**src/rtl/ps2ct_pkg.sv**
```systemverilog
// Shared constants, register indexes and clamp function for the PS/2 cursor tracker.
package ps2ct_pkg;

  localparam int unsigned BYTE_W   = 8;
  localparam int unsigned FINE_W   = 16;
  localparam int unsigned SUM_W    = 18;
  localparam int unsigned SHIFT_W  = 3;
  localparam int unsigned CFG_IDX_W = 2;
  localparam int unsigned OUT_W    = 24;

  localparam logic [CFG_IDX_W-1:0] REG_GRID_COLUMNS      = 2'd0;
  localparam logic [CFG_IDX_W-1:0] REG_GRID_ROWS         = 2'd1;
  localparam logic [CFG_IDX_W-1:0] REG_SENSITIVITY_SHIFT = 2'd2;

  localparam logic [BYTE_W-1:0]  GRID_COLUMNS_RST      = 8'd80;
  localparam logic [BYTE_W-1:0]  GRID_ROWS_RST         = 8'd25;
  localparam logic [SHIFT_W-1:0] SENSITIVITY_SHIFT_RST = 3'd2;

  // Header bit positions
  localparam int unsigned HDR_LEFT   = 0;
  localparam int unsigned HDR_RIGHT  = 1;
  localparam int unsigned HDR_MIDDLE = 2;
  localparam int unsigned HDR_XSIGN  = 4;
  localparam int unsigned HDR_YSIGN  = 5;

  typedef struct packed {
    logic       button_left;
    logic       button_right;
    logic       button_middle;
    logic [7:0] cursor_row;
    logic [7:0] cursor_col;
  } result_t;

  // Floor at zero, then pull the cell back to limit-1 when it runs past the grid.
  // A zero limit acts as one.
  function automatic logic [FINE_W-1:0] clamp_axis(input logic signed [SUM_W-1:0] pos,
                                                   input logic [BYTE_W-1:0] limit,
                                                   input logic [SHIFT_W-1:0] shift);
    logic [BYTE_W-1:0]  top;
    logic [SUM_W-2:0]   mag;
    logic [SUM_W-2:0]   cell_idx;
    logic [FINE_W-1:0]  top_fine;
    top      = (limit == '0) ? '0 : limit - 8'd1;
    mag      = pos[SUM_W-1] ? '0 : pos[SUM_W-2:0];
    cell_idx = mag >> shift;
    top_fine = {8'd0, top} << shift;
    if (cell_idx > {9'd0, top}) begin
      return top_fine;
    end else begin
      return mag[FINE_W-1:0];
    end
  endfunction

endpackage

```
**src/rtl/ps2_mouse_packet_cursor_tracker.sv**
```systemverilog
// Top level: PS/2 mouse packet decoder and clamped cursor position tracker.
//
// Usage:
//   s_* carries one controller byte per word: s_tdata is the byte, s_tuser is
//   the auxiliary-device flag. Bytes without the flag are dropped. Flagged
//   bytes form 3-byte packets (header, X, Y) with no alignment check.
//   m_* carries one word per packet with nonzero X or Y: column and row cell
//   plus the three button bits. Packets with zero X and Y give no word.
//   cfg_* writes grid_columns (0), grid_rows (1) and sensitivity_shift (2);
//   write only while the block is idle. cfg_ready is always high.
// Path: a byte is held in the input register, then the update and result
//   land in the output register; m_tvalid rises at the edge that consumes
//   the last byte of a moving packet from the input register.
// Throughput: one byte per cycle while no word waits on a low m_tready; the
//   add-and-clamp path lies between the input and output registers.
// Reset: position, packet counter and the valid flags of both registers
//   clear; configuration returns to 80 columns, 25 rows, shift 2.
// Stall: while m_tready is low with a word waiting, the input register holds
//   and s_tready drops once it is full.
module ps2_mouse_packet_cursor_tracker
  import ps2ct_pkg::*;
(
  input  logic                 clk,
  input  logic                 rst,
  input  logic                 s_tvalid,
  output logic                 s_tready,
  input  logic [7:0]           s_tdata,    // [7:0] data_byte
  input  logic                 s_tuser,    // [0] from_aux
  output logic                 m_tvalid,
  input  logic                 m_tready,
  output logic [OUT_W-1:0]     m_tdata,    // [7:0] cursor_col, [15:8] cursor_row,
                                           // [16] button_middle, [17] button_right,
                                           // [18] button_left, [23:19] zero
  input  logic                 cfg_valid,
  output logic                 cfg_ready,
  input  logic [CFG_IDX_W-1:0] cfg_index,
  input  logic [7:0]           cfg_data
);

  logic [BYTE_W-1:0]  grid_columns;
  logic [BYTE_W-1:0]  grid_rows;
  logic [SHIFT_W-1:0] sensitivity_shift;

  logic               in_valid;
  logic [BYTE_W-1:0]  in_byte;
  logic               in_aux;

  logic [BYTE_W-1:0]  hdr;
  logic [BYTE_W-1:0]  bx;
  logic [1:0]         byte_index;
  logic [FINE_W-1:0]  fine_x;
  logic [FINE_W-1:0]  fine_y;

  logic               out_valid;
  result_t            out_word;

  logic                     advance;
  logic                     consume;
  logic                     take_byte;
  logic                     last_byte;
  logic                     moving;
  logic signed [8:0]        dx;
  logic signed [8:0]        dy;
  logic signed [SUM_W-1:0]  pos_x;
  logic signed [SUM_W-1:0]  pos_y;
  logic [FINE_W-1:0]        fine_x_next;
  logic [FINE_W-1:0]        fine_y_next;
  result_t                  out_word_next;
  logic [FINE_W-1:0]        cell_x;
  logic [FINE_W-1:0]        cell_y;

  assign cfg_ready = 1'b1;
  assign advance   = !out_valid || m_tready;
  assign consume   = in_valid && advance;
  assign s_tready  = !in_valid || advance;
  assign take_byte = consume && in_aux;
  assign last_byte = byte_index[1];
  assign moving    = (bx != '0) || (in_byte != '0);

  always_comb begin
    dx = signed'({hdr[HDR_XSIGN], bx});
    dy = signed'({hdr[HDR_YSIGN], in_byte});
    pos_x = signed'({2'b00, fine_x}) + {{(SUM_W-9){dx[8]}}, dx};
    pos_y = signed'({2'b00, fine_y}) - {{(SUM_W-9){dy[8]}}, dy};
    fine_x_next = clamp_axis(pos_x, grid_columns, sensitivity_shift);
    fine_y_next = clamp_axis(pos_y, grid_rows, sensitivity_shift);
    cell_x = fine_x_next >> sensitivity_shift;
    cell_y = fine_y_next >> sensitivity_shift;
    out_word_next.cursor_col    = cell_x[7:0];
    out_word_next.cursor_row    = cell_y[7:0];
    out_word_next.button_middle = hdr[HDR_MIDDLE];
    out_word_next.button_right  = hdr[HDR_RIGHT];
    out_word_next.button_left   = hdr[HDR_LEFT];
  end

  // Configuration registers
  always_ff @(posedge clk) begin
    if (rst) begin
      grid_columns      <= GRID_COLUMNS_RST;
      grid_rows         <= GRID_ROWS_RST;
      sensitivity_shift <= SENSITIVITY_SHIFT_RST;
    end else if (cfg_valid) begin
      unique case (cfg_index)
        REG_GRID_COLUMNS:      grid_columns      <= cfg_data;
        REG_GRID_ROWS:         grid_rows         <= cfg_data;
        REG_SENSITIVITY_SHIFT: sensitivity_shift <= cfg_data[SHIFT_W-1:0];
        default: ;
      endcase
    end
  end

  // Input register
  always_ff @(posedge clk) begin
    if (rst) begin
      in_valid <= 1'b0;
    end else if (s_tready) begin
      in_valid <= s_tvalid;
    end
  end

  always_ff @(posedge clk) begin
    if (s_tready && s_tvalid) begin
      in_byte <= s_tdata;
      in_aux  <= s_tuser;
    end
  end

  // Packet assembly and position
  always_ff @(posedge clk) begin
    if (rst) begin
      byte_index <= 2'd0;
      hdr        <= '0;
      bx         <= '0;
      fine_x     <= '0;
      fine_y     <= '0;
    end else if (take_byte) begin
      if (last_byte) begin
        byte_index <= 2'd0;
        if (moving) begin
          fine_x <= fine_x_next;
          fine_y <= fine_y_next;
        end
      end else begin
        byte_index <= byte_index + 2'd1;
        if (byte_index[0]) begin
          bx <= in_byte;
        end else begin
          hdr <= in_byte;
        end
      end
    end
  end

  // Output register
  always_ff @(posedge clk) begin
    if (rst) begin
      out_valid <= 1'b0;
    end else if (advance) begin
      out_valid <= take_byte && last_byte && moving;
    end
  end

  always_ff @(posedge clk) begin
    if (take_byte && last_byte && moving) begin
      out_word <= out_word_next;
    end
  end

  assign m_tvalid = out_valid;
  assign m_tdata  = {5'd0, out_word};

  // Checks
  a_index_range: assert property (@(posedge clk) disable iff (rst)
    byte_index != 2'd3)
    else $error("packet byte counter reached three");

  a_fine_x_msb: assert property (@(posedge clk) disable iff (rst)
    !fine_x[FINE_W-1] && !fine_y[FINE_W-1])
    else $error("fine position beyond largest clamp value");

  a_result_source: assert property (@(posedge clk) disable iff (rst)
    $rose(out_valid) |-> $past(in_valid && in_aux && byte_index == 2'd2))
    else $error("result word without a completed packet");

  a_stall_cause: assert property (@(posedge clk) disable iff (rst)
    !s_tready |-> (in_valid && out_valid && !m_tready))
    else $error("input stalled without a waiting result");

endmodule

```
**config.mk**
```make
export PLATFORM = sky130hd
export DESIGN_NAME = ps2_mouse_packet_cursor_tracker
export DESIGN_NICKNAME = d
export VERILOG_FILES = /design/src/rtl/ps2ct_pkg.sv /design/src/rtl/ps2_mouse_packet_cursor_tracker.sv
export SDC_FILE = /design/constraint.sdc
export NUM_CORES = 1
export LEC_CHECK = 0
export BUFFER_PORTS_ARGS = -buffer_cell sky130_fd_sc_hd__buf_4
export CAP_MARGIN = 20
export CORE_MARGIN = 2
export CORE_UTILIZATION = 45
export DETAILED_ROUTE_END_ITERATION = 8
export HOLD_SLACK_MARGIN = 0.06
export PLACE_DENSITY = 0.58
export RECOVER_POWER = 25
export SYNTH_ARGS = -nofsm -noshare
export SYNTH_HDL_FRONTEND = slang
export SYNTH_SLANG_ARGS = --single-unit
```
**constraint.sdc**
```tcl
create_clock -name clk -period 16.2 [get_ports clk]
set_input_delay 1.62 -clock clk [delete_from_list [all_inputs] [get_ports clk]]
set_output_delay 1.62 -clock clk [all_outputs]
set_load 0.005 [all_outputs]
```
==> PnR_summary.wiki, run 1 <==
{| class="wikitable"
! Metric !! Value
|-
| Final Wtd Congestion || 0.934
|-
| Die ar. || 21700 um^2
|-
| Total of buffers placed on input and output ports || 44
|-
| Final cell utilization of the core || 49.5%
|-
| Overall global routing resource usage || 29.2%
|-
| Worst setup margin || 8.05 ns
|-
| Placement-stage cell area || 9670 um^2
|-
| Count of non-filler cells in the finished layout || 1483
|-
| Most common cell on crit path || sky130_fd_sc_hd__o21ai_0
|-
| Largest buffer count on any clock path || 2
|-
| Number of synthesized register bits || 96
|-
| Max_slew headroom || -126%
|-
| Number of enable-type register cells in the synthesized netlist || 28
|-
| Total setup buffers inserted after CTS || 0
|-
| Total non-filler cell area in the finished layout || 9990 um^2
|-
| Number of vias after detailed routing || 9285
|-
| Drt initial violations || 877
|-
| Fraction of synthesized cell area taken by the top area cell type || 14.7%
|-
| Crit path required time || 16.29 ns
|-
| Synth-to-Final Area Change || 8.04%
|-
| Clock-pin transition on the worst setup and hold timing paths || 0.09 ns
|-
| Largest net degree at the start of global routing || 80
|-
| Period Utilization, post-route || 50.3%
|-
| Post-layout net count || 1288
|-
| Antenna Nets Post-Route || 0
|-
| CTS Sinks || 96
|-
| Arrival time worst endpoint || 8.25 ns
|-
| First-pass GRT wire length || 50.1 mm
|-
| Number of hold-slack violations in the final timing report || 0
|-
| Share of flip-flops with an asynchronous set or reset after synthesis || 0%
|-
| Detailed-route DRC error count || 0
|-
| Setup CP Type || reg -> reg
|-
| Initial Util || 45.8%
|-
| Final antenna diode count || 0
|-
| Most frequent cells in the layout || sky130_fd_sc_hd__nor2_1, sky130_fd_sc_hd__nand2_1, sky130_fd_sc_hd__a21oi_1
|-
| Total of fill cells in the finished design || 2064
|-
| Power per cell area || 68.7 nW/um^2
|-
| Final setup viols || 0
|-
| Final Power || 686 uW
|-
| Clock network latency to the later pin of the worst-skew pair || 0.37 ns
|-
| Std-Cell Core Area || 20200 um^2
|-
| Peak fanout along the critical path || 26
|-
| Die outline width || 147 um
|-
| Average cell area after synthesis || 7.55 um^2
|-
| Standby leakage power || 4.11 nW
|-
| CP startpoint kind || flip-flop
|-
| Post-placement cell count || 1467
|-
| CTS tree || done
|-
| Maximum level of the CTS H-tree || 3
|-
| I/O pins || 51
|-
| Path class of the lowest-slack min-delay path || reg -> reg
|-
| Slowest cell on the critical path || sky130_fd_sc_hd__a32oi_2
|-
| Final HPWL DP || 23.4 mm
|-
| Total clock buffers created by CTS || 9
|-
| Setup repair after global routing missed its margin || false
|-
| Via/cell ratio || 6.26
|-
| Synthesis warning total || 0
|-
| Most area-consuming cells after synthesis || sky130_fd_sc_hd__dfxtp_1, sky130_fd_sc_hd__edfxtp_1, sky130_fd_sc_hd__ha_1
|-
| Count of max-cap constraint violations || 1
|-
| Max-slew violation count || 69
|-
| Main flop type after synthesis || sky130_fd_sc_hd__dfxtp_1
|-
| Vias in the first global route || 8762
|-
| Hold Slack || 0.451 ns
|-
| First-pass iteration count of the detailed router || 5
|-
| Endpoint type of the worst setup path || flip-flop
|-
| Row count || 52
|-
| Max rail drop VDD || 0.0572 mV
|-
| Worst-Margin Slew || 3.39 ns
|-
| Total negative slack for setup checks || 0 ns
|-
| Die Height || 147 um
|-
| Count of mapped cells out of synthesis || 1224
|-
| Fraction of final layout cells sized beyond drive strength 1 || 9.65%
|-
| Netlist area before placement || 9240 um^2
|-
| Post-synthesis sequential area ratio || 23.8%
|-
| Most frequent standard cell in the layout excluding fill and tap cells || sky130_fd_sc_hd__nor2_1
|-
| Maximum cell stage delay along the critical path || 0.78 ns
|-
| Cell type with the highest aggregate area in the netlist || sky130_fd_sc_hd__dfxtp_1
|-
| Master cell of the clock root buffer || sky130_fd_sc_hd__clkbuf_16
|-
| Total wire length || 31.5 mm
|-
| Max Clock Skew || 0.0166 ns
|-
| Maximum operating frequency || 123 MHz
|-
| Min Tclk post-route || 8.15 ns
|-
| Pre-CTS setup slack || 8.21 ns
|-
| Violated checks || capacitance limit, slew limit
|-
| Grt ovf || 0
|-
| WL/cell || 21.2 um
|-
| Cts hold-fix bufs || 0
|-
| Outcome || finished with violations
|-
| Count of different cell masters after synthesis || 83
|-
| Number of antenna violations at the first check in global routing || 0
|-
| Number of gates given a new drive strength after cts || 0
|}
[power by group]
part           switching [mW]  internal (mW)  leakage [nW]
clock network           0.124          0.115         0.157
registers             0.00656          0.254         0.817
logic                   0.116         0.0695          3.13
total                   0.247          0.439          4.11
[path summary, 6_finish.rpt]
path | startpoint | end | slack, ns | depth (start not counted)
worst max-delay path | hdr[5] | m_tdata[9] | 8.05 | 26
worst min-delay path | hdr[1] | m_tdata[17] | 0.45 | 0
worst max register to register | hdr[5] | m_tdata[9] | 8.05 | 26
worst min register to register | hdr[1] | m_tdata[17] | 0.45 | 0
[logic make-up (layout without fill, tap and decap cells)]
logic type	Yosys count	count (layout)	synth area share, %
other cells	2	6	0.0812
simple gates	439	439	22.0
buf+inv	140	125	6.10
xor+xnor	25	25	2.45
flops	96	96	23.8
fa+ha+maj	56	56	7.74
mux	79	79	9.39
compound gates	387	387	28.5
[state kept, by name, indices dropped and copies added (netlist names)]
name               cells
grid_columns           8
m_tdata               19
byte_index             2
fine_y                16
bx                     8
grid_rows              8
sensitivity_shift      3
fine_x                16
in_valid               1
in_aux                 1
m_tvalid               1
in_byte                8
hdr                    5
[layout make-up]
class | instances | area (um^2) | share of cell area, %
multi-input combinational | 992 | 6500 | 65.1
sequential | 96 | 2210 | 22.1
timing repair buffer | 57 | 424 | 4.25
tap | 270 | 338 | 3.38
clock buffer | 9 | 225 | 2.26
inverter | 52 | 195 | 1.95
clock inverter | 7 | 98.8 | 0.990
[critical path, delay by kind of cell (launching register included)]
family | cells | cell delay [ns]
multiplexers | 1 | 0.17
AND/OR/NAND/NOR | 5 | 1.45
flip-flops | 1 | 0.45
XOR/XNOR | 1 | 0.15
buffers and inverters | 2 | 0.55
adder cells (fa/ha/maj) | 2 | 0.77
AO/OA/AOI/OAI | 15 | 4.32
[layer usage]
layer  GRT usage (%)  vias to the layer above  wire length, um
li1                -                     4497                -
met5               0                        -                0
met4            11.8                        0             1260
met3            3.20                       83             1560
met2            46.7                      371            14300
met1            40.2                     4334            14400
[cells in the mapped netlist, types with 5 or more instances]
cell,count
sky130_fd_sc_hd__xor2_1,11
sky130_fd_sc_hd__nor3_1,29
sky130_fd_sc_hd__mux2i_1,62
sky130_fd_sc_hd__a211o_1,7
sky130_fd_sc_hd__a22oi_1,5
sky130_fd_sc_hd__buf_1,10
sky130_fd_sc_hd__and2_1,12
sky130_fd_sc_hd__or3_1,9
sky130_fd_sc_hd__o2bb2ai_1,5
sky130_fd_sc_hd__nor2b_1,9
sky130_fd_sc_hd__mux4_2,5
sky130_fd_sc_hd__nand2b_1,14
sky130_fd_sc_hd__nand3_1,36
sky130_fd_sc_hd__o221ai_1,11
sky130_fd_sc_hd__a221oi_1,6
sky130_fd_sc_hd__o21ai_0,67
sky130_fd_sc_hd__a21oi_1,97
sky130_fd_sc_hd__xnor2_1,13
sky130_fd_sc_hd__mux2_2,12
sky130_fd_sc_hd__and3_1,10
sky130_fd_sc_hd__a211oi_1,22
sky130_fd_sc_hd__a31oi_1,16
sky130_fd_sc_hd__ha_1,54
sky130_fd_sc_hd__clkbuf_1,63
sky130_fd_sc_hd__a311oi_1,7
sky130_fd_sc_hd__buf_4,8
sky130_fd_sc_hd__nand4_1,17
sky130_fd_sc_hd__o22ai_1,10
sky130_fd_sc_hd__a21o_1,19
sky130_fd_sc_hd__dfxtp_1,68
sky130_fd_sc_hd__nor2_1,150
sky130_fd_sc_hd__a2bb2oi_1,5
sky130_fd_sc_hd__nor4_1,7
sky130_fd_sc_hd__o211ai_1,28
sky130_fd_sc_hd__nand3b_1,5
sky130_fd_sc_hd__buf_2,6
sky130_fd_sc_hd__o31ai_1,6
sky130_fd_sc_hd__inv_1,50
sky130_fd_sc_hd__o21a_1,19
sky130_fd_sc_hd__nand2_1,122
sky130_fd_sc_hd__edfxtp_1,28
(Power assumes the default switching activity.)
==> run 2: changes to the inputs <==
Settings changed: ABC_AREA set to 1, PLACE_DENSITY 0.58 to 0.6.
Clock period 16.2 ns to 7.11 ns, I/O delays scaled along.
==> PnR_summary.wiki, run 2 <==
{| class="wikitable"
! Metric !! Value
|-
| Outcome || complete, no violations
|-
| Maximum level of the CTS H-tree || 3 (unchanged)
|-
| Cell type with the highest aggregate area in the netlist || sky130_fd_sc_hd__nand2_1
|-
| Number of vias after detailed routing || 9576 (+3.1%)
|-
| Grt ovf || 0 (unchanged)
|-
| Number of hold-slack violations in the final timing report || 0 (unchanged)
|-
| Final setup viols || 0 (unchanged)
|-
| Largest net degree at the start of global routing || 75 (-6.3%)
|-
| Max rail drop VDD || 0.123 mV (+120%)
|-
| Count of different cell masters after synthesis || 46 (-45%)
|-
| Die outline width || 147 um (about the same)
|-
| Total clock buffers created by CTS || 9 (unchanged)
|-
| Most frequent standard cell in the layout excluding fill and tap cells || sky130_fd_sc_hd__nand2_1
|-
| Max-slew violation count || 0 (-100%)
|-
| Endpoint type of the worst setup path || flip-flop
|-
| Period Utilization, post-route || 82.9% (+33 points)
|-
| Commonest cells in the synthesized netlist || sky130_fd_sc_hd__nand2_1, sky130_fd_sc_hd__nand3_1, sky130_fd_sc_hd__inv_1
|-
| CTS Sinks || 96 (unchanged)
|-
| Antenna Nets Post-Route || 0 (unchanged)
|-
| Netlist area before placement || 9250 um^2 (about the same)
|-
| Leading cell type by number of instances after synthesis || sky130_fd_sc_hd__nand2_1
|-
| Synthesis warning total || 0 (unchanged)
|-
| I/O pins || 51 (unchanged)
|-
| Cts hold-fix bufs || 0 (unchanged)
|-
| Clock network latency to the later pin of the worst-skew pair || 0.36 ns (about the same)
|-
| Multiplexer fraction of the synthesized cell area || 0.758% (-8.6 points)
|-
| Number of flip-flops in the largest register || 19 (unchanged)
|-
| Die Height || 147 um (about the same)
|-
| Maximum cell stage delay along the critical path || 0.46 ns (-0.32 ns)
|-
| Total negative slack for setup checks || 0 ns (unchanged)
|-
| Std-Cell Core Area || 20200 um^2 (unchanged)
|-
| Fraction of final layout cells sized beyond drive strength 1 || 7.80% (-1.8 points)
|-
| Detailed-route DRC error count || 0 (unchanged)
|-
| Synth-to-Final Area Change || 8.05% (about the same)
|-
| Max_slew headroom || 42.8% (+170 points)
|-
| Main flop type after synthesis || sky130_fd_sc_hd__dfxtp_1
|-
| Slowest cell on the critical path || sky130_fd_sc_hd__ha_1
|-
| Setup CP Type || reg -> reg
|-
| Most common cell on crit path || sky130_fd_sc_hd__nand2_1
|-
| Total setup buffers inserted after CTS || 0 (unchanged)
|-
| Final HPWL DP || 20.9 mm (-11%)
|-
| Share of flip-flops with an asynchronous set or reset after synthesis || 0% (unchanged)
|-
| Post-synthesis sequential area ratio || 23.8% (about the same)
|-
| Peak fanout along the critical path || 18 (-31%)
|-
| Max Clock Skew || 0.00909 ns (-0.00752 ns)
|-
| Average cell area after synthesis || 6.04 um^2 (-20%)
|-
| Simple-gate share of the synthesized area || 40.9% (+19 points)
|-
| Path class of the lowest-slack min-delay path || reg -> reg
|-
| Final Wtd Congestion || 0.894 (-4.3%)
|-
| Vias in the first global route || 8865 (+1.2%)
|-
| First-pass GRT wire length || 44.6 mm (-11%)
|-
| Total of buffers placed on input and output ports || 44 (unchanged)
|-
| WL/cell || 14.9 um (-30%)
|-
| Total wire length || 27.0 mm (-14%)
|-
| First-pass iteration count of the detailed router || 4 (-1)
|-
| Largest buffer count on any clock path || 2 (unchanged)
|-
| Worst-Margin Slew || 0.858 ns (-2.53 ns)
|-
| Number of gates given a new drive strength after cts || 0 (unchanged)
|-
| Count of mapped cells out of synthesis || 1532 (+25%)
|-
| Setup repair after global routing missed its margin || false
|-
| Fraction of synthesized cell area in xor and xnor cells || 1.42% (-1.0 points)
|-
| Number of antenna violations at the first check in global routing || 0 (unchanged)
|-
| Synth Area in Adders || 7.74% (about the same)
|-
| Row count || 52 (unchanged)
|-
| Post-layout net count || 1614 (+25%)
|-
| Main combinational cell family by area after synthesis || simple AND/OR/NAND/NOR gates
|-
| Master cell of the clock root buffer || sky130_fd_sc_hd__clkbuf_16
|-
| Combined buffer and inverter count along the critical path || 3 (+1)
|-
| Initial Util || 45.8% (about the same)
|-
| Maximum operating frequency || 170 MHz (+38%)
|-
| Fraction of synthesized cell area taken by the top area cell type || 18.0% (+3.3 points)
|-
| CP startpoint kind || flip-flop
|-
| Kind of cell adding the most delay to the critical path || simple AND/OR/NAND/NOR gates
|-
| Most frequent cells in the layout || sky130_fd_sc_hd__nand2_1, sky130_fd_sc_hd__nand3_1, sky130_fd_sc_hd__inv_1
|-
| Count of max-cap constraint violations || 0 (-1)
|-
| Final antenna diode count || 0 (unchanged)
|-
| Via/cell ratio || 5.29 (-15%)
|-
| Overall global routing resource usage || 25.4% (-3.7 points)
|-
| Drt initial violations || 733 (-16%)
|-
| Arrival time worst endpoint || 6.02 ns (-2.23 ns)
|-
| Post-synthesis compound-gate area fraction || 13.4% (-15 points)
|-
| Die ar. || 21700 um^2 (about the same)
|-
| Number of enable-type register cells in the synthesized netlist || 28 (unchanged)
|-
| Final cell utilization of the core || 49.5% (about the same)
|-
| Min Tclk post-route || 5.89 ns (-2.26 ns)
|-
| CTS tree || done
|-
| Standby leakage power || 5.19 nW (+26%)
|-
| Crit path required time || 7.24 ns (-9.05 ns)
|-
| Number of synthesized register bits || 96 (unchanged)
|-
| Clock-pin transition on the worst setup and hold timing paths || 0.08 ns (about the same)
|-
| Most area-consuming cells after synthesis || sky130_fd_sc_hd__nand2_1, sky130_fd_sc_hd__dfxtp_1, sky130_fd_sc_hd__nand3_1
|-
| Power per cell area || 172 nW/um^2 (+150%)
|}
==> run 2: cell types whose count changed in the layout (fill, tap and decap cells not counted), sizes merged, moves of 21 or more <==
cell	before	now
a211oi	22	1
mux2i	62	7
o21ai	70	109
nand3	36	239
a21oi	99	69
nand2	122	465
nor2	150	111
inv	57	204
==> run 2: worst register-to-register path: cells and delay by family, from the launching register on <==
| kind | cells | cell delay, ns |
|---|---|---|
| AOI/OAI and AO/OA | 7 | 1.55 |
| adders and majority gates | 2 | 0.74 |
| buffers and inverters | 3 | 0.47 |
| DFF | 1 | 0.44 |
| and+or+nand+nor | 21 | 2.45 |
==> run 2: layout make-up <==
type	count	area [um^2]
Tap cell	270	338
Timing Repair Buffer	56	417
Inverter	205	769
Fill cell	2214	10200
Sequential cell	96	2210
Clock buffer	9	225
Multi-Input combinational cell	1166	5960
Clock inverter	7	73.8
==> run 2: cell families (layout without fill, tap and decap cells) <==
group                      Yosys count  in the layout
AOI/OAI and AO/OA                  220            220
xor gates and xnor gates            15             15
adders and majority gates           56             56
buffers and inverters              274            277
DFF                                 96             96
muxes                                7              7
other                                2              6
and+or+nand+nor                    862            862
==> run 2: per-stage QoR <==
stage	std cells	hold slack [ns]	power [mW]	cell area, um^2	setup WS (ns)
finish	1809	0.437	1.72	9990	1.22
CTS	1809	0.437	1.73	9990	1.32
global route	1809	0.450	1.84	9990	0.722
floorplan	1536	0.409	1.09	9260	2.64
global placement	1793	0.415	1.23	9700	1.32
detailed placement	1793	0.417	1.23	9700	1.36
==> run 2: power breakdown <==
part           switching, mW  internal [mW]
clock network          0.250          0.249
logic                  0.427          0.194
registers             0.0136          0.587
==> run 2: worst paths after layout <==
path                            cells after the start    from     endpoint  slack (ns)
worst min-delay path                                0  hdr[0]  m_tdata[18]        0.44
worst min register to register                      0  hdr[0]  m_tdata[18]        0.44
worst max register to register                     33  hdr[5]  m_tdata[11]        1.22
worst max-delay path                               33  hdr[5]  m_tdata[11]        1.22
==> run 2: per-layer routing <==
layer  vias to the layer above  routed length (um)  track usage (%)
li1                       5010                   -                -
met1                      4328               12800             34.5
met2                       185               12600             41.6
met3                        53                 730             2.30
met4                         0                 926             10.5
met5                         -                   0                0
